--- src/tmna_ram.sv ---
// ----------------------------------------------------------------------------
// tmna_ram
// Single-port synchronous RAM with registered read data.
// ----------------------------------------------------------------------------
module tmna_ram #(
  parameter int WIDTH = 8,
  parameter int DEPTH = 16,
  parameter int AW    = (DEPTH > 1) ? $clog2(DEPTH) : 1
) (
  input  logic             clk_i,
  input  logic             we_i,
  input  logic [AW-1:0]    addr_i,
  input  logic [WIDTH-1:0] wdata_i,
  output logic [WIDTH-1:0] rdata_o
);

  logic [WIDTH-1:0] mem_q [DEPTH];
  logic [WIDTH-1:0] rdata_q;

  // write and registered read
  always_ff @(posedge clk_i) begin
    if (we_i) begin
      mem_q[addr_i] <= wdata_i;
    end
    rdata_q <= mem_q[addr_i];
  end

  assign rdata_o = rdata_q;

endmodule

--- config.mk ---
export PLATFORM = sky130hd
export DESIGN_NAME = tmna_ram
export DESIGN_NICKNAME = d
export VERILOG_FILES = /design/src/tmna_ram.sv
export SDC_FILE = /design/constraint.sdc
export NUM_CORES = 1
export LEC_CHECK = 0
export ABC_AREA = 1
export BUFFER_PORTS_ARGS = -buffer_cell sky130_fd_sc_hd__buf_2
export CAP_MARGIN = 20
export CORE_ASPECT_RATIO = 1.2
export CORE_MARGIN = 4
export CORE_UTILIZATION = 30
export CTS_CLUSTER_DIAMETER = 80
export DETAILED_ROUTE_END_ITERATION = 12
export PLACE_DENSITY = 0.51
export SYNTH_ARGS = -nofsm -noshare
export SYNTH_HDL_FRONTEND = slang
export SYNTH_SLANG_ARGS = --single-unit
--- constraint.sdc ---
create_clock -name clk_i -period 2.2 [get_ports clk_i]
set_input_delay 0.33 -clock clk_i [delete_from_list [all_inputs] [get_ports clk_i]]
set_output_delay 0.33 -clock clk_i [all_outputs]
set_load 0.03 [all_outputs]
==> run summary, run 1 <==
Tot Pwr: 5.82 mW
Worst-path fanout max: 19
GP Congestion: 0.833
Syn avg cell area: 10.2 um^2
WS Path Type: in -> reg
Seq/Total Area, Yosys: 71.6%
Dpl ws: 0.447 ns
Io pins: 22
Placement Rows: 54
Most common flop cell mapped by yosys: edfxtp_1
Vias in the first global route: 3,846
Clk pin slew, worst setup/hold paths: 0.06 ns
Vias per cell: 4.45
Class of the worst hold path: in -> reg
Core region area: 0.0182 mm^2
Clock latency on the worst-skew pair: 0.42 ns
TritonCTS Buffers: 17
Synth Area in Adders: 0%
Final Max Slew Viols: 0
Post-Route Skew: 0.00347 ns
Post-synthesis compound-gate area fraction: 0%
Overall routed net length: 12,800 um
Post-DP Area: 0.00603 mm^2
Post-Synth XOR/XNOR Area: 0%
Endpoints failing hold: 0
Detailed Place HPWL: 8490 um
DR pass1 iterations: 6
Layout cells sized above 1: 11.2%
Worst IR Drop VDD: 0.000433 V
Slew @ Worst Pin: 0.717 ns
Max Clk Rate: 763 MHz
Total power divided by cell area: 888 mW/mm^2
Synth top area share: 68.7%
Area contributors post-synth: edfxtp_1, nand2_1, dfxtp_1, inv_1, nor2_1
Post-Syn Instances: 548
Final period utilization: 59.6%
DRC Markers: 0
Setup Buffers After CTS: 0
Post-Syn Area: 0.00559 mm^2
Via count: 3,667
Syn nets: 562
Port Buffer Count: 21
Hold bufs inserted after CTS: 0
RSZ-0062 raised after global routing: no
DR iter-0 viols: 183
Post-cts resize count: 0
Slew headroom: 52.1%
EDFF count, synth: 128
Pleak: 2.79 nW
Worst setup margin: 0.889 ns
Die W: 133 um
DRT antenna net count: 0
Initial Utilization: 30.7%
Clock tree from TritonCTS: done
Warnings, synthesis: 0
Endpoints failing setup: 0
All-Layer GR Usage: 13.1%
Count leader, synth: nand2_1
DIE AREA: 0.0209 mm^2
Asr flop ratio synth: 0%
Global route overflow: 0
Synth Register Bits: 136
Main combinational cell family by area after synthesis: simple AND/OR/NAND/NOR gates
CP arrival: 1.44 ns
Routed length per instance: 15.6 um
Crit path launch type: input pin
Initial antenna violation count: 0
Fin area: 0.00655 mm^2
Clk sinks: 136
Die Span Y: 158 um
Tmin final: 1.31 ns
Pin count of the biggest net entering global routing: 49
Most frequent cells after synthesis: nand2_1, edfxtp_1, inv_1
Layout area overhead: 17.2%
Crit. End Element: flip-flop
Simple-gate share of the synthesized area: 24.8%
Post-synthesis mux area share: 0%
Fin nets: 602
Critical Path RT: 2.33 ns
H-tree Lvls: 4
Final setup TNS: 0 ns
First-pass GRT wire length: 20,200 um
Run status: complete, no violations
N_diodes: 0
Max-Cap Viols: 0
CTS root buffer: clkbuf_16
Post-synth top area cell: edfxtp_1
Clock tree buffer depth: 2
Yosys cell types: 11
cell families (layout without fill, tap and decap cells):
group | Yosys count | in the layout
flip-flops | 136 | 136
AND/OR/NAND/NOR | 368 | 368
buffers and inverters | 44 | 96
cells in the final DEF, fill, tap and decap left out:
cell type   count
buf_12          1
buf_2          21
buf_4          20
bufinv_16       1
clkbuf_1        3
clkbuf_16      17
clkinv_1        5
clkinv_2        3
clkinv_4        1
clkinvlp_4      2
dfxtp_1         8
edfxtp_1      128
inv_1          21
inv_2           1
nand2_1       346
nand3_1         4
nor2_1         18
critical path, stage by stage:
cell and delay, ns:
buf_2 0.15, inv_2 0.27, nand3_1 0.31, nor2_1 0.19, buf_4 0.19
stage by stage:
step | util [%] | instances | hold slack [ns]
2_1_floorplan | - | 548 | 0.429
3_3_place_gp | 33.1 | 793 | 0.713
3_5_place_dp | 33.1 | 793 | 0.705
4_1_cts | 35.9 | 824 | 0.352
5_1_grt | 35.9 | 824 | 0.358
6_report | 35.9 | 824 | 0.358
report_power, final:
| group | total [mW] | switching, mW | internal (mW) |
|---|---|---|---|
| registers | 2.91 | 0.0158 | 2.90 |
| logic | 0.389 | 0.288 | 0.101 |
| clock network | 2.51 | 0.994 | 1.52 |
| total | 5.82 | 1.30 | 4.52 |
final cells by class:
cell class	instances	area, um^2
fill	1836	11700
tap	224	280
clock buffer	20	437
sequential	136	4000
multi-input combinational	368	1390
clock inverter	11	83.8
inverter	23	86.3
timing repair buffer	42	275
worst paths after layout:
check	startpoint	end	slack, ns	cells past startpoint
worst min-delay path	wdata_i[1]	mem_q[0][1]	0.36	1
worst max-delay path	addr_i[0]	mem_q[0][7]	0.89	5
worst max register to register	mem_q[6][5]	rdata_o[5]	1.18	8
worst min register to register	mem_q[8][2]	rdata_o[2]	0.71	8
registers in the layout, indices dropped and copies added (netlist names):
name,count
rdata_o,8
mem_q,128
routing by layer:
layer	up-vias	routed length, um	GRT usage [%]
met5	-	0	0
met4	0	276	6.19
met3	19	352	2.92
met2	63	6520	23.1
met1	1753	5690	15.2
li1	1832	-	-
(Power assumes the default switching activity.)
==> run 2, diff against run 1 <==
ABC_AREA = 0   (was 1)
PLACE_DENSITY = 0.52   (was 0.51)
clock period = 1.15 ns   (was 2.2 ns; I/O delays follow)
==> run summary, run 2 <==
Placed Cells: 488
WS Path Type: reg -> reg
Clock tree from TritonCTS: done
Class of the worst hold path: in -> reg
Hold bufs inserted after CTS: 0
Clk pwr share: 45.3%
Yosys cell types: 18
Most frequent cells in the layout: edfxtp_1, mux4_2, buf_12
EDFF count, synth: 128
Endpoints failing setup: 8
Dpl ws: -0.527 ns
Max Clk Rate: 781 MHz
RSZ-0062 raised after global routing: yes
Asr flop ratio synth: 0%
Post-Syn Area: 0.00507 mm^2
Post-synth top area cell: edfxtp_1
Clock latency on the worst-skew pair: 0.40 ns
Slew @ Worst Pin: 0.792 ns
TritonCTS Buffers: 17
Layout cells sized above 1: 49.0%
All-Layer GR Usage: 12.1%
Biggest register: mem_q
Initial Utilization: 30.9%
DIE AREA: 0.0190 mm^2
Fillers: 1,412
Routed length per instance: 20.6 um
Most frequent cells after synthesis: edfxtp_1, mux4_2, a22oi_1
Gate power share: 6.5%
FF+latch area: 0.00400 mm^2
Critical-path cell list: mux4_2 > a22oi_2 > nand2_1
Commonest non-fill, non-tap cell in the layout: edfxtp_1
Synth Register Bits: 136
Area contributors post-synth: edfxtp_1, mux4_2, dfxtp_1, a22oi_1, nor2_1
GP Congestion: 0.694
Fin area: 0.00671 mm^2
DR iter-0 viols: 200
Via count: 2,470
Tot Pwr: 11.6 mW
Pint: 9.17 mW
Io pins: 22
Synth top area share: 75.9%
Layout area overhead: 32.3%
Final period utilization: 111%
Seq/Total Area, Yosys: 79.0%
CP arrival: 1.57 ns
Fin nets: 309
Detailed Place HPWL: 7390 um
Global route overflow: 0
Post-Route Skew: 0.00510 ns
Post-DP Area: 0.00606 mm^2
Critical Path RT: 1.44 ns
CTS root buffer: clkbuf_16
Seq pwr share: 48.2%
Clock tree buffer depth: 2
H-tree Lvls: 4
Pleak: 2.18 nW
Vias in the first global route: 2,683
First-pass GRT wire length: 16,700 um
Multi-input logic area: 0.00122 mm^2
Die W: 127 um
Switching pwr: 2.40 mW
DRC Markers: 0
Final cell count without fillers: 520
Final setup TNS: -0.710 ns
Crit. End Element: flip-flop
Run status: finished, violations left
Total power divided by cell area: 1730 mW/mm^2
Count leader, synth: edfxtp_1
DRT antenna net count: 0
Initial antenna violation count: 0
Tmin final: 1.28 ns
Sw Share: 20.8%
Endpoints failing hold: 0
Crit path launch type: flip-flop
Port Buffer Count: 21
Setup Buffers After CTS: 0
Worst IR Drop VDD: 0.00126 V
Core region area: 0.0164 mm^2
Syn nets: 244
Clk pin slew, worst setup/hold paths: 0.06 ns
Warnings, synthesis: 0
Worst-path fanout max: 1
Die Span Y: 150 um
Worst Hold Slack: 0.164 ns
Most common flop cell mapped by yosys: edfxtp_1
Syn avg cell area: 22.0 um^2
Max reg flops: 128
Pin count of the biggest net entering global routing: 17
Final Max Slew Viols: 0
N_diodes: 0
Clk sinks: 136
DR pass1 iterations: 4
Worst path max stage delay: 0.49 ns
Overall routed net length: 10,700 um
Hold Crit Depth: 1
Placement Rows: 51
Post-Syn Instances: 230
Final Util: 40.9%
R2R depth: 3
Worst setup margin: -0.130 ns
Worst path slowest cell: mux4_2
Failing checks: negative setup slack
Slew headroom: 47.1%
Max-Cap Viols: 0
Vias per cell: 4.75
-- run 2: cells by family (layout without fill, tap and decap cells) --
group,count (synthesis),after routing,share of synthesized area (%)
AO/OA/AOI/OAI,16,16,2.37
flip-flops,136,136,79.0
buffers and inverters,11,89,1.19
AND/OR/NAND/NOR,35,35,3.21
multiplexers,32,32,14.2
-- run 2: repair_timing --
action,CTS,global route
resized for setup,9,7
pin swaps,10,1
endpoints found under the setup margin,9,10
-- run 2: layout make-up --
cell class                      instances  area share, %
Timing Repair Buffer                   57           9.44
Clock inverter                         11           1.85
Multi-Input combinational cell         83           18.2
Sequential cell                       136           59.7
Clock buffer                           21           6.87
Tap cell                              212           3.96
-- run 2: critical path: cells and delay by family, from the launching register on --
kind	cells	cell delay, ns
compound gates	1	0.24
flops	1	0.36
mux	1	0.49
simple gates	1	0.08
-- run 2: worst paths after layout --
kind	slack, ns	start	end
worst min-delay path	0.16	wdata_i[2]	mem_q[6][2]
worst max-delay path	-0.13	mem_q[3][6]	rdata_o[6]
worst max register to register	-0.13	mem_q[3][6]	rdata_o[6]
worst min register to register	0.67	mem_q[14][5]	rdata_o[5]
-- run 2: power by group through the flow --
stage	combinational, mW	sequential (mW)	clock, mW
2_1_floorplan	0.356	5.73	0
3_5_place_dp	0.738	5.68	0
4_1_cts	0.761	5.58	5.35
5_1_grt	0.811	5.58	5.61
6_report	0.754	5.58	5.24
3_3_place_gp	0.731	5.68	0
-- run 2: per-layer routing --
metal	global-route usage (%)	routed length, um	vias to the layer above
met5	0	0	-
met1	15.4	4620	1315
met3	2.38	342	11
met2	20.6	5610	44
met4	4.51	123	0
li1	-	-	1100
