==> src/tmna_pkg.sv <==
// ----------------------------------------------------------------------------
// tmna_pkg
// Shared widths, codes and defaults of the triangle mesh area and normal unit.
// ----------------------------------------------------------------------------
package tmna_pkg;

  // store sizes
  localparam int VERTEX_SLOTS_DEF = 1024;
  localparam int FACE_SLOTS_DEF   = 1024;

  // field and datapath widths
  localparam int IDX_W     = 10;
  localparam int CNT_W     = 11;
  localparam int COORD_W   = 24;
  localparam int VTX_W     = 3 * COORD_W;
  localparam int FACE_W    = 3 * IDX_W;
  localparam int DIFF_W    = 25;
  localparam int MUL_W     = 26;
  localparam int PROD_W    = 2 * MUL_W;
  localparam int CROSS_W   = 51;
  localparam int MAG_W     = 50;
  localparam int HALF_W    = 25;
  localparam int SUMSQ_W   = 102;
  localparam int LEN_W     = 51;
  localparam int UNIT_SH   = 14;
  localparam int NUM_W     = MAG_W + UNIT_SH + 1;
  localparam int QUO_W     = 15;
  localparam int NRM_W     = 16;
  localparam int SUM_W     = 26;
  localparam int AREA_W    = 49;
  localparam int CFG_IDX_W = 2;

  // operation codes
  typedef enum logic [1:0] {
    OP_WR_VTX   = 2'd0,
    OP_WR_FACE  = 2'd1,
    OP_FACE_QRY = 2'd2,
    OP_VTX_QRY  = 2'd3
  } op_e;

  // register indexes
  localparam logic [CFG_IDX_W-1:0] CFG_VERTEX_COUNT = 2'd0;
  localparam logic [CFG_IDX_W-1:0] CFG_FACE_COUNT   = 2'd1;

endpackage

==> src/tmna_div.sv <==
// ----------------------------------------------------------------------------
// tmna_div
// Restoring divider for the normal components, one quotient bit per cycle.
// ----------------------------------------------------------------------------
module tmna_div import tmna_pkg::*; (
  input  logic             clk_i,
  input  logic             rst_ni,
  input  logic             start_i,
  input  logic [NUM_W-1:0] num_i,
  input  logic [LEN_W-1:0] den_i,
  output logic             done_o,
  output logic [QUO_W-1:0] quo_o
);

  logic [NUM_W-1:0] rem_q, dsh_q;
  logic [QUO_W-1:0] quo_q;
  logic [3:0]       cnt_q;
  logic             run_q, done_q;

  // control
  always_ff @(posedge clk_i or negedge rst_ni) begin
    if (!rst_ni) begin
      run_q  <= 1'b0;
      done_q <= 1'b0;
      cnt_q  <= '0;
    end else begin
      done_q <= 1'b0;
      if (start_i) begin
        run_q <= 1'b1;
        cnt_q <= 4'(QUO_W - 1);
      end else if (run_q) begin
        cnt_q <= cnt_q - 4'd1;
        if (cnt_q == 4'd0) begin
          run_q  <= 1'b0;
          done_q <= 1'b1;
        end
      end
    end
  end

  // shift-subtract step
  always_ff @(posedge clk_i) begin
    if (start_i) begin
      rem_q <= num_i;
      dsh_q <= {den_i, UNIT_SH'(0)};
      quo_q <= '0;
    end else if (run_q) begin
      if (rem_q >= dsh_q) begin
        rem_q <= rem_q - dsh_q;
        quo_q <= {quo_q[QUO_W-2:0], 1'b1};
      end else begin
        quo_q <= {quo_q[QUO_W-2:0], 1'b0};
      end
      dsh_q <= dsh_q >> 1;
    end
  end

  assign done_o = done_q;
  assign quo_o  = quo_q;

endmodule

==> config.mk <==
export PLATFORM = sky130hd
export DESIGN_NAME = tmna_div
export DESIGN_NICKNAME = d
export VERILOG_FILES = /design/src/tmna_pkg.sv /design/src/tmna_div.sv
export SDC_FILE = /design/constraint.sdc
export NUM_CORES = 1
export LEC_CHECK = 0
export BUFFER_PORTS_ARGS = -buffer_cell sky130_fd_sc_hd__buf_4
export CORE_ASPECT_RATIO = 0.9
export CORE_UTILIZATION = 40
export CTS_CLUSTER_DIAMETER = 100
export CTS_CLUSTER_SIZE = 12
export DETAILED_ROUTE_END_ITERATION = 10
export GPL_TIMING_DRIVEN = 1
export SYNTH_ARGS = -nofsm -noshare
export SYNTH_HDL_FRONTEND = slang
export SYNTH_SLANG_ARGS = --single-unit
==> constraint.sdc <==
create_clock -name clk_i -period 8 [get_ports clk_i]
set_input_delay 2.4 -clock clk_i [delete_from_list [all_inputs] [get_ports clk_i]]
set_output_delay 2.4 -clock clk_i [all_outputs]
set_load 0.02 [all_outputs]
==> results.md, run 1 <==
- Crit end category: register
- Cell count after synthesis: about 1300
- Placed cell area: 11700 um2
- Vias in the first global route: between 8000 and 9000
- Max Cap Viol: 0
- WL met2: ~12 mm
- Worst slew pin tran: between 1 and 1.5 ns
- Congestion Overflow GR: 0
- Fill cells: approximately 2600
- Highest clock rate: roughly 220 MHz
- Largest net degree at the start of global routing: roughly 110
- First-pass GRT wire length: 45.3 mm
- Fin crit period: 4.49 ns
- PostCTS Resize Cnt: 0
- Peak VDD IR: roughly 0.00015 V
- Simple-Gate Fraction of Synth Area: 0.177
- Rows: between 50 and 60
- Post-synthesis compound-gate area fraction: 0.209
- EDFF count, synth: ~120
- Storage cell area: 4220 um2
- Ranking of synthesized cells by area: edfxtp_1 33%, nand2_1 8.5%, ha_1 7.9%, o21ai_0 6.8%, dfxtp_1 5.5%
- Post-synth top area share: 0.331
- Setup bufs post-CTS: 0
- H-Tree Depth: 4
- Clk_lat worst skew: between 0.4 and 0.5 ns
- Async set or reset register ratio after synthesis: 0.0397
- Final period utilization: 0.561
- Nets: roughly 1500
- Hold Vio Cnt, Final: 0
- Worst-path fanout max: 34
- CP Data Arrival Time: between 4 and 5 ns
- Largest family of logic cells by synthesized area: compound AO/OA/AOI/OAI gates
- TNS Setup: 0 ns
- CTS sink count: around 150
- Pins Over Slew Limit: 0
- Yosys cell types: 68
- R2R depth: 12
- Startpoint Class: register
- Commonest cells in the netlist: 239 x nand2_1, 142 x o21ai_0, 116 x edfxtp_1
- Drt total wl: between 20 and 30 mm
- Clock-pin slew on the worst setup and hold paths: approximately 0.060 ns
- # port buffers: 134
- CTS buffer count: 17
- ANT nets after route: 0
- Core box area: 25500 um2
- Seq/Total Area, Yosys: 0.401
- Finished Cell Area: ~12000 um2
- TritonCTS clock tree: yes
- IO Pins: 135
- CP Data Required Time: 8.07 ns
- Classification of the worst setup path: register to register
- Multi-input gate area: between 5000 and 6000 um2
- Cell taking the most area after synthesis: edfxtp_1
- Unrepaired setup endpoints after global routing: no
- Count leader, synth: nand2_1
- CTS Hold Bufs: 0
- Post-synthesis adder-cell area fraction: 0.0804
- Post-DR vias/cell: ~5.4
- Outcome: completed
- Power Dens Cells: approximately 360 nW/um2
- Leakage power: around 5.4 nW
- Die H: roughly 160 um
- Final Total Pwr: roughly 0.0044 W
- Mux contribution to synthesized area: 0.0276
- Die area: approximately 27000 um2
- Final setup vio count: 0
- Die width: between 150 and 200 um
- DR top layer: met4
- Post-synth net total: approximately 1400
- Global Route Usage Sum: 0.214
- Top FF cell, synth: edfxtp_1
- Flops & latches, synth: 151
- Hold Crit Class: register to register
- Avg Cell Area, Syn: 8.41 um2
- Initial DRC Count: about 660
- Via count: between 9000 and 10000
- Post-Syn Area: between 10000 and 15000 um2
- Worst slew margin: 0.254
- DRT Pass-1 Iters: 5
- GP Congestion: 0.876
- # diodes: 0
- Initial antenna violation count: 0
- Wl on met1: between 10 and 15 mm
- Post-layout util: 0.482
- Longest Clk Path Bufs: 2
- Worst hold path stage count: 2
- Share of cells above drive strength 1: 0.137
- Area growth from synthesis to layout: 16.7%
- Root Driver: clkbuf_16
- Initial Util: 0.413
- Synth warn: 0
- WL/cell: between 15 and 20 um
- Met3 wire len: about 1.8 mm
- DRC Markers: 0
- DPL Wire Length: 20.9 mm
- Post-synthesis xor/xnor area fraction: 0.0441
- WHS: about 0.5 ns
- Clk_skew: ~0.014 ns
[flip-flops by register name (all words and copies together) (netlist names)]
name	flops
run_q	1
done_o	1
rem_q	65
quo_o	15
dsh_q	65
cnt_q	4
[critical path: stages, from the launching register on]
cell	delay, ns
dfxtp_1	0.35
inv_1	0.06
ha_1	0.36
nand2_1	0.12
o21ai_0	0.33
nand4_1	0.17
nand4_1	0.19
nand4_1	0.17
a21oi_1	0.37
o211ai_1	0.23
o21a_1	0.27
o21ai_4	0.87
buf_4	0.59
[logic make-up (layout without fill, tap and decap cells)]
logic type                 count (synthesis)  in the layout
adders and majority gates                 67             67
muxes                                     29             29
and+or+nand+nor                          434            434
xor gates and xnor gates                  53             53
DFF                                      151            151
AOI/OAI and AO/OA                        361            361
buffers and inverters                    156            259
[area by class of cell]
cell class                 instances  share of cell area
multi-input combinational        944               0.462
sequential                       151               0.344
timing repair buffer             139              0.0853
clock buffer                      22              0.0422
tap                              342              0.0349
inverter                          88              0.0269
clock inverter                    10             0.00520
[placed cells by master, fill, tap and decap left out, drive strengths merged, types with 5 or more instances in the layout]
cell,instances
nand2,239
o21ai,149
buf,139
edfxtp,116
nor2,100
a21oi,95
inv,89
ha,66
xor2,30
mux2i,29
dfxtp,29
a21o,26
nand4,23
xnor2,23
clkbuf,22
o21bai,16
nor3,15
nand3,14
a31oi,9
o21a,9
a311oi,9
o211ai,8
nor2b,8
and3,8
a211oi,8
dfrtp,6
nand2b,5
a21boi,5
o31ai,5
clkinv,5
[per-layer routing]
layer  global-route usage  up-vias
met1                0.319     4239
met2                0.305      285
met3               0.0422       34
li1                     -     4584
met5                    0        -
met4               0.0700        0
[per-stage QoR]
step	worst slack, ns	cells
after floorplan	0.785	1251
after global placement	3.12	1664
after detailed placement	3.03	1664
after CTS	3.47	1696
after global routing	3.13	1696
final	3.51	1696
[path summary, 6_finish.rpt]
check | start | to | slack [ns]
worst min-delay path | dsh_q[0]$_SDFFE_PP0P_ | dsh_q[0]$_SDFFE_PP0P_ | 0.51
min in group asynchronous | rst_ni | done_o$_DFF_PN0_ | 1.76
worst max register to register | dsh_q[8]$_SDFFE_PP0P_ | rem_q[35]$_DFFE_PP_ | 3.51
max in group asynchronous | rst_ni | run_q$_DFF_PN0_ | 6.10
worst min register to register | dsh_q[0]$_SDFFE_PP0P_ | dsh_q[0]$_SDFFE_PP0P_ | 0.51
worst max-delay path | dsh_q[8]$_SDFFE_PP0P_ | rem_q[35]$_DFFE_PP_ | 3.51
[where the power goes]
part	switching [W]	internal [W]	leakage, nW
registers	0.0000808	0.00114	1.53
logic	0.00150	0.000914	3.62
clock network	0.000346	0.000459	0.273
No activity file was read; power rests on OpenSTA's default activity.
==> inputs of run 2 (changes only) <==
--- a/config.mk
+++ b/config.mk
@@ -5,6 +5,7 @@
 export SDC_FILE = /design/constraint.sdc
 export NUM_CORES = 1
 export LEC_CHECK = 0
+export ABC_AREA = 1
 export BUFFER_PORTS_ARGS = -buffer_cell sky130_fd_sc_hd__buf_4
 export CORE_ASPECT_RATIO = 0.9
 export CORE_UTILIZATION = 40
==> constraint.sdc (replaced) <==
create_clock -name clk_i -period 4.4 [get_ports clk_i]
set_input_delay 1.32 -clock clk_i [delete_from_list [all_inputs] [get_ports clk_i]]
set_output_delay 1.32 -clock clk_i [all_outputs]
set_load 0.02 [all_outputs]
==> run 2 against run 1 <==
Compared with the run above:
- die area up 17%
- cell area up 17%
- hold slack worse by 0.027 ns
- first-iteration DRC count up 43%
- sequential power up 78%
- critical endpoint is now rem_q[21]$_DFFE_PP_
- setup slack worse by 2.4 ns
- highest routed layer unchanged
- maximum frequency up 38%
- non-clock buffer count up 2
==> results.md, run 2 <==
- Fin crit period: 3.26 ns (-1.23 ns)
- Count leader, synth: nand2_1
- Initial Util: 0.410 (-0.00312)
- Seq/Total Area, Yosys: 0.342 (-0.0592)
- Ranking of synthesized cells by area: edfxtp_1 28%, nand2_1 24%, inv_1 13%, ha_1 6.7%, dfxtp_1 4.7%
- H-Tree Depth: 4 (unchanged)
- R2R depth: 12 (unchanged)
- Die H: 169 um (+8.2%)
- Post-layout util: 0.479 (-0.00348)
- Global Route Usage Sum: 0.266 (+0.0525)
- Leakage power: 7.86 nW (+45%)
- DRC Markers: 0 (unchanged)
- Hold Crit Class: register to register
- Share of cells above drive strength 1: 0.124 (-0.0126)
- ANT nets after route: 0 (unchanged)
- DPL Wire Length: 33.1 mm (+58%)
- Via count: 11966 (+31%)
- Area growth from synthesis to layout: 16.8% (about the same)
- Crit end category: register
- CTS buffer count: 17 (unchanged)
- Cell taking the most area after synthesis: edfxtp_1
- Flops & latches, synth: 151 (unchanged)
- Worst slew margin: 0.351 (+0.0963)
- Top FF cell, synth: edfxtp_1
- Highest clock rate: 307 MHz (+38%)
- Synth warn: 0 (unchanged)
- TritonCTS clock tree: yes
- CP Data Required Time: 4.55 ns (-3.52 ns)
- Unrepaired setup endpoints after global routing: no
- Post-DR vias/cell: 4.80 (-11%)
- Largest net degree at the start of global routing: 97 (-7.6%)
- Async set or reset register ratio after synthesis: 0.0397 (unchanged)
- # port buffers: 134 (unchanged)
- Post-synth top area share: 0.282 (-0.0489)
- Nets: 2263 (+48%)
- Max Cap Viol: 0 (unchanged)
- Sw Ratio: 0.511 (+0.0762)
- Sequential share of power: 0.224 (-0.051)
- Fill cells: 3187 (+23%)
- Post-Syn Area: 12300 um2 (+17%)
- Die width: 187 um (+8.2%)
- GP Congestion: 0.936 (+6.8%)
- First-pass GRT wire length: 63.8 mm (+41%)
- Post-synth net total: 2134 (+49%)
- TNS Setup: 0 ns (unchanged)
- Combinational share of power: 0.623 (+0.079)
- Commonest cells in the netlist: 780 x nand2_1, 420 x inv_1, 116 x edfxtp_1
- Setup bufs post-CTS: 0 (unchanged)
- Sw Pwr: 0.00496 W (+160%)
- Initial antenna violation count: 0 (unchanged)
- Peak VDD IR: 0.000316 V (+110%)
- Yosys cell types: 37 (-46%)
- DRT Pass-1 Iters: 7 (+2)
- CTS Hold Bufs: 0 (unchanged)
- Pint: 0.00475 W (+89%)
- Initial DRC Count: 948 (+43%)
- Drt total wl: 41.1 mm (+44%)
- Hold Vio Cnt, Final: 0 (unchanged)
- Worst hold path stage count: 2 (unchanged)
- IO Pins: 135 (unchanged)
- EDFF count, synth: 116 (unchanged)
- Clk_lat worst skew: 0.46 ns (+0.02 ns)
- Final setup vio count: 0 (unchanged)
- Most frequent cells in the layout: 779 x nand2_1, 419 x inv_1, 137 x buf_4, 116 x edfxtp_1, 97 x nand3_1
- CP Data Arrival Time: 3.41 ns (-1.15 ns)
- Outcome: completed
- PostCTS Resize Cnt: 0 (unchanged)
- Worst slew pin tran: 0.974 ns (-0.140 ns)
- Die area: 31600 um2 (+17%)
- Final period utilization: 0.741 (+0.180)
- Root Driver: clkbuf_16
- Clock-pin slew on the worst setup and hold paths: 0.07 ns (about the same)
- Rows: 60 (+9.1%)
- # diodes: 0 (unchanged)
- Core box area: 30100 um2 (+18%)
- Avg Cell Area, Syn: 6.33 um2 (-25%)
- Longest Clk Path Bufs: 2 (unchanged)
- Clk_skew: 0.0150 ns (+0.00111 ns)
- Power Dens Cells: 674 nW/um2 (+86%)
- Worst-path fanout max: 23 (-32%)
- Startpoint Class: register
- Classification of the worst setup path: register to register
- Pins Over Slew Limit: 0 (unchanged)
- WHS: 0.485 ns (-0.0270 ns)
- Most common cell after layout, fill and taps aside: nand2_1
- Congestion Overflow GR: 0 (unchanged)
- Clock Power Share: 0.154 (-0.027)
- Cell count after synthesis: 1948 (+56%)
- CTS sink count: 151 (unchanged)
- Vias in the first global route: 11382 (+32%)
- WL/cell: 16.5 um (-2.1%)
run 2: worst paths after layout:
| check | startpoint | endpoint | slack [ns] |
|---|---|---|---|
| min | quo_o[0]$_SDFFE_PP0P_ | quo_o[0]$_SDFFE_PP0P_ | 0.48 |
| min reg2reg | quo_o[0]$_SDFFE_PP0P_ | quo_o[0]$_SDFFE_PP0P_ | 0.48 |
| min in group asynchronous | rst_ni | cnt_q[2]$_DFFE_PN0P_ | 0.67 |
| max reg2reg | rem_q[52]$_DFFE_PP_ | rem_q[21]$_DFFE_PP_ | 1.14 |
| max in group asynchronous | rst_ni | run_q$_DFF_PN0_ | 3.60 |
| max | rem_q[52]$_DFFE_PP_ | rem_q[21]$_DFFE_PP_ | 1.14 |
run 2: layer usage:
metal  part of all wire  up-vias  wire [um]  GRT usage
li1                   -     6222          -          -
met1               0.52     5379      21500      0.410
met2               0.40      325      16400      0.383
met3              0.061       40       2510     0.0400
met4              0.018        0        722     0.0652
met5                  0        -          0          0
run 2: final cells by class:
type / count / area [um2] / share of cell area
multi-input combinational: 1329 / 6360 / 0.442
sequential: 151 / 4210 / 0.292
inverter: 437 / 1640 / 0.114
timing repair buffer: 141 / 1110 / 0.0769
tap: 403 / 504 / 0.0350
clock buffer: 21 / 497 / 0.0345
clock inverter: 10 / 80.1 / 0.00556
run 2: metrics by stage:
step | power [W] | instances | instance area, um2 | setup WS, ns
after floorplan | 0.00634 | 1948 | 12300 | 0.614
after global placement | 0.00811 | 2461 | 13800 | 1.16
after detailed placement | 0.00816 | 2461 | 13800 | 1.10
after CTS | 0.00967 | 2492 | 14400 | 1.11
after global routing | 0.0106 | 2492 | 14400 | 0.855
final | 0.00971 | 2492 | 14400 | 1.14
run 2: critical path, stage by stage (launching register included):
cell and delay, ns:
edfxtp_1 0.37, ha_1 0.37, nand2_1 0.18, nor2_1 0.36
nand2_1 0.17, nor2_1 0.19, nand2_1 0.09, nor2_1 0.17
nor3_1 0.06, nand2_1 0.09, nand2_1 0.07, nand2_2 0.55
buf_12 0.26
run 2: cells by family after synthesis:
group,count (synthesis),share of synthesized area
AOI/OAI and AO/OA,168,0.0713
buffers and inverters,468,0.143
xor gates and xnor gates,19,0.0135
and+or+nand+nor,1075,0.362
DFF,151,0.342
adders and majority gates,67,0.0686
run 2: power groups by stage:
stage               Sequential, W  Clock, W  Combinational, W
floorplan                 0.00220         0           0.00415
global placement          0.00218         0           0.00593
detailed placement        0.00220         0           0.00595
CTS                       0.00217   0.00151           0.00599
global route              0.00221   0.00156           0.00680
finish                    0.00217   0.00149           0.00605
==> inputs of run 3 (changes only) <==
==> constraint.sdc (replaced) <==
create_clock -name clk_i -period 3.15 [get_ports clk_i]
set_input_delay 0.945 -clock clk_i [delete_from_list [all_inputs] [get_ports clk_i]]
set_output_delay 0.945 -clock clk_i [all_outputs]
set_load 0.02 [all_outputs]
==> run 3 against run 2 <==
Compared with the run above:
- first-iteration DRC count down 0.32%
- total power grew 41%
- sequential power increased by 40%
- die area did not move
- critical path depth is 1 higher
- count of clock-buffer cells in the layout shrank 2
- utilization increased by 0.22 points
- hold slack lost 0.19 ns
- clock power is 49% higher
- setup slack worse by 0.89 ns
- sequential share of layout area decreased by 0.13 points
- critical path type unchanged
- largest cell class unchanged
==> results.md, run 3 (synthesized netlist as in run 2, its figures left out) <==
- Outcome: completed
- Area growth from synthesis to layout: 17.3%
- Root Driver: clkbuf_16
- Placed cell area: 13900 um2 (+0.16%)
- Pins Over Slew Limit: 0 (unchanged)
- CP Data Required Time: 3.26 ns (-1.29 ns)
- Core box area: 30100 um2 (unchanged)
- CTS buffer count: 17 (unchanged)
- Hold Vio Cnt, Final: 0 (unchanged)
- Nets: 2266 (+0.13%)
- Most common cell after layout, fill and taps aside: nand2_1
- Die H: 169 um (unchanged)
- PostCTS Resize Cnt: 0 (unchanged)
- Via count: 12014 (+0.40%)
- Most frequent cells in the layout: 779 x nand2_1, 419 x inv_1, 140 x buf_4, 116 x edfxtp_1, 97 x nand3_1
- Finished Cell Area: 14500 um2 (+0.46%)
- TNS Setup: 0 ns (unchanged)
- Reg2Reg Setup Slack: 0.25 ns (-0.89 ns)
- Initial Util: 0.410 (unchanged)
- GRT met1 Usage: 0.390 (-0.0195)
- TritonCTS clock tree: yes
- Global Route Usage Sum: 0.263 (-0.00345)
- Post-DR vias/cell: 4.81 (+0.24%)
- # port buffers: 134 (unchanged)
- Startpoint Class: register
- Final period utilization: 0.920 (+0.179)
- Fin crit period: 2.90 ns (-0.364 ns)
- Setup bufs post-CTS: 0 (unchanged)
- ANT nets after route: 0 (unchanged)
- Fill cells: 3165 (-0.69%)
- Unrepaired setup endpoints after global routing: no
- Share of cells above drive strength 1: 0.126 (+0.00167)
- Classification of the worst setup path: register to register
- Highest clock rate: 345 MHz (+13%)
- GRT Max-Usage Layer: met1
- DRT Pass-1 Iters: 6 (-1)
- Critical R2R Launch: rem_q[44]$_DFFE_PP_
- Worst slew margin: 0.562 (+0.212)
- First-pass GRT wire length: 63.2 mm (-0.92%)
- Leakage power: 7.89 nW (+0.41%)
- DPL Wire Length: 32.6 mm (-1.4%)
- R2R depth: 13 (+1)
- Worst slew pin tran: 0.656 ns (-0.318 ns)
- Drt total wl: 40.4 mm (-1.6%)
- Peak VDD IR: 0.000500 V (+58%)
- Rows: 60 (unchanged)
- Crit end category: register
- Worst-path fanout max: 26 (+13%)
- Initial antenna violation count: 0 (unchanged)
- Met2 Resource Use GR: 0.389 (+0.00582)
- GP Congestion: 0.966 (+3.1%)
- DRC Markers: 0 (unchanged)
- CP Data Arrival Time: 3.01 ns (-0.40 ns)
- Power Dens Cells: 944 nW/um2 (+40%)
- Final setup vio count: 0 (unchanged)
- Die area: 31600 um2 (unchanged)
- Longest Clk Path Bufs: 2 (unchanged)
- Largest net degree at the start of global routing: 93 (-4.1%)
- H-Tree Depth: 4 (unchanged)
- WL/cell: 16.2 um (-1.8%)
- Initial DRC Count: 945 (-0.32%)
- Congestion Overflow GR: 0 (unchanged)
- Max Cap Viol: 0 (unchanged)
- CTS sink count: 151 (unchanged)
- Die width: 187 um (unchanged)
- CTS Hold Bufs: 0 (unchanged)
- RR Endpoint: rem_q[25]$_DFFE_PP_
- # diodes: 0 (unchanged)
- GRT met3 Usage: 0.0516 (+0.0116)
- WHS: 0.294 ns (-0.191 ns)
- Clk_skew: 0.0110 ns (-0.00405 ns)
- Clk_lat worst skew: 0.45 ns (about the same)
- Post-place setup slack: 0.301 ns (-0.798 ns)
- Final setup margin: 0.252 ns (-0.886 ns)
- Vias in the first global route: 11301 (-0.71%)
- IO Pins: 135 (unchanged)
- Hold Crit Class: input port to asynchronous set/reset pin
- Clock-pin slew on the worst setup and hold paths: 0.07 ns (about the same)
[run 3: stage by stage]
| step | total power (W) | utilization | instances |
|---|---|---|---|
| 3_5_place_dp | 0.0113 | 0.460 | 2464 |
| 4_1_cts | 0.0136 | 0.481 | 2496 |
| 5_1_grt | 0.0149 | 0.481 | 2496 |
| 3_3_place_gp | 0.0113 | 0.460 | 2464 |
| 2_1_floorplan | 0.00885 | - | 1948 |
| 6_report | 0.0137 | 0.481 | 2496 |
[run 3: critical path: stages, from the launching register on]
cell,delay [ns]
edfxtp_1,0.40
ha_1,0.41
nand2_1,0.15
nor2_2,0.22
nand2_1,0.18
nor3_2,0.20
and2_1,0.16
nand2_1,0.08
nand3_2,0.08
nand2_1,0.05
nand2_1,0.07
nand2_1,0.08
nand2_2,0.11
buf_4,0.35
[run 3: cell type report]
cell class                      instances  area, um2  area share
Inverter                              437       1640       0.113
Tap cell                              403        504      0.0348
Clock inverter                         13        145      0.0100
Timing Repair Buffer                  144       1130      0.0781
Multi-Input combinational cell       1329       6360       0.440
Clock buffer                           19        475      0.0328
Sequential cell                       151       4210       0.291
[run 3: layer usage]
metal | routed length [um] | up-vias
li1 | - | 6231
met1 | 20700 | 5373
met2 | 16400 | 370
met3 | 2760 | 40
met4 | 631 | 0
met5 | 0 | -
[run 3: worst max-delay path by stage]
stage	from	endpoint	slack, ns
floorplan	rem_q[40]$_DFFE_PP_	rem_q[0]$_DFFE_PP_	0.37
global placement	rem_q[44]$_DFFE_PP_	rem_q[22]$_DFFE_PP_	0.25
detailed placement	rem_q[45]$_DFFE_PP_	rem_q[18]$_DFFE_PP_	0.30
CTS	rem_q[46]$_DFFE_PP_	rem_q[25]$_DFFE_PP_	0.26
global route	dsh_q[46]$_DFFE_PP_	rem_q[25]$_DFFE_PP_	0.002
finish	rem_q[44]$_DFFE_PP_	rem_q[25]$_DFFE_PP_	0.25
[run 3: power by group]
part | total [W] | switching, W | internal (W)
sequential | 0.00304 | 0.000174 | 0.00287
combinational | 0.00841 | 0.00578 | 0.00262
clock | 0.00222 | 0.000995 | 0.00122
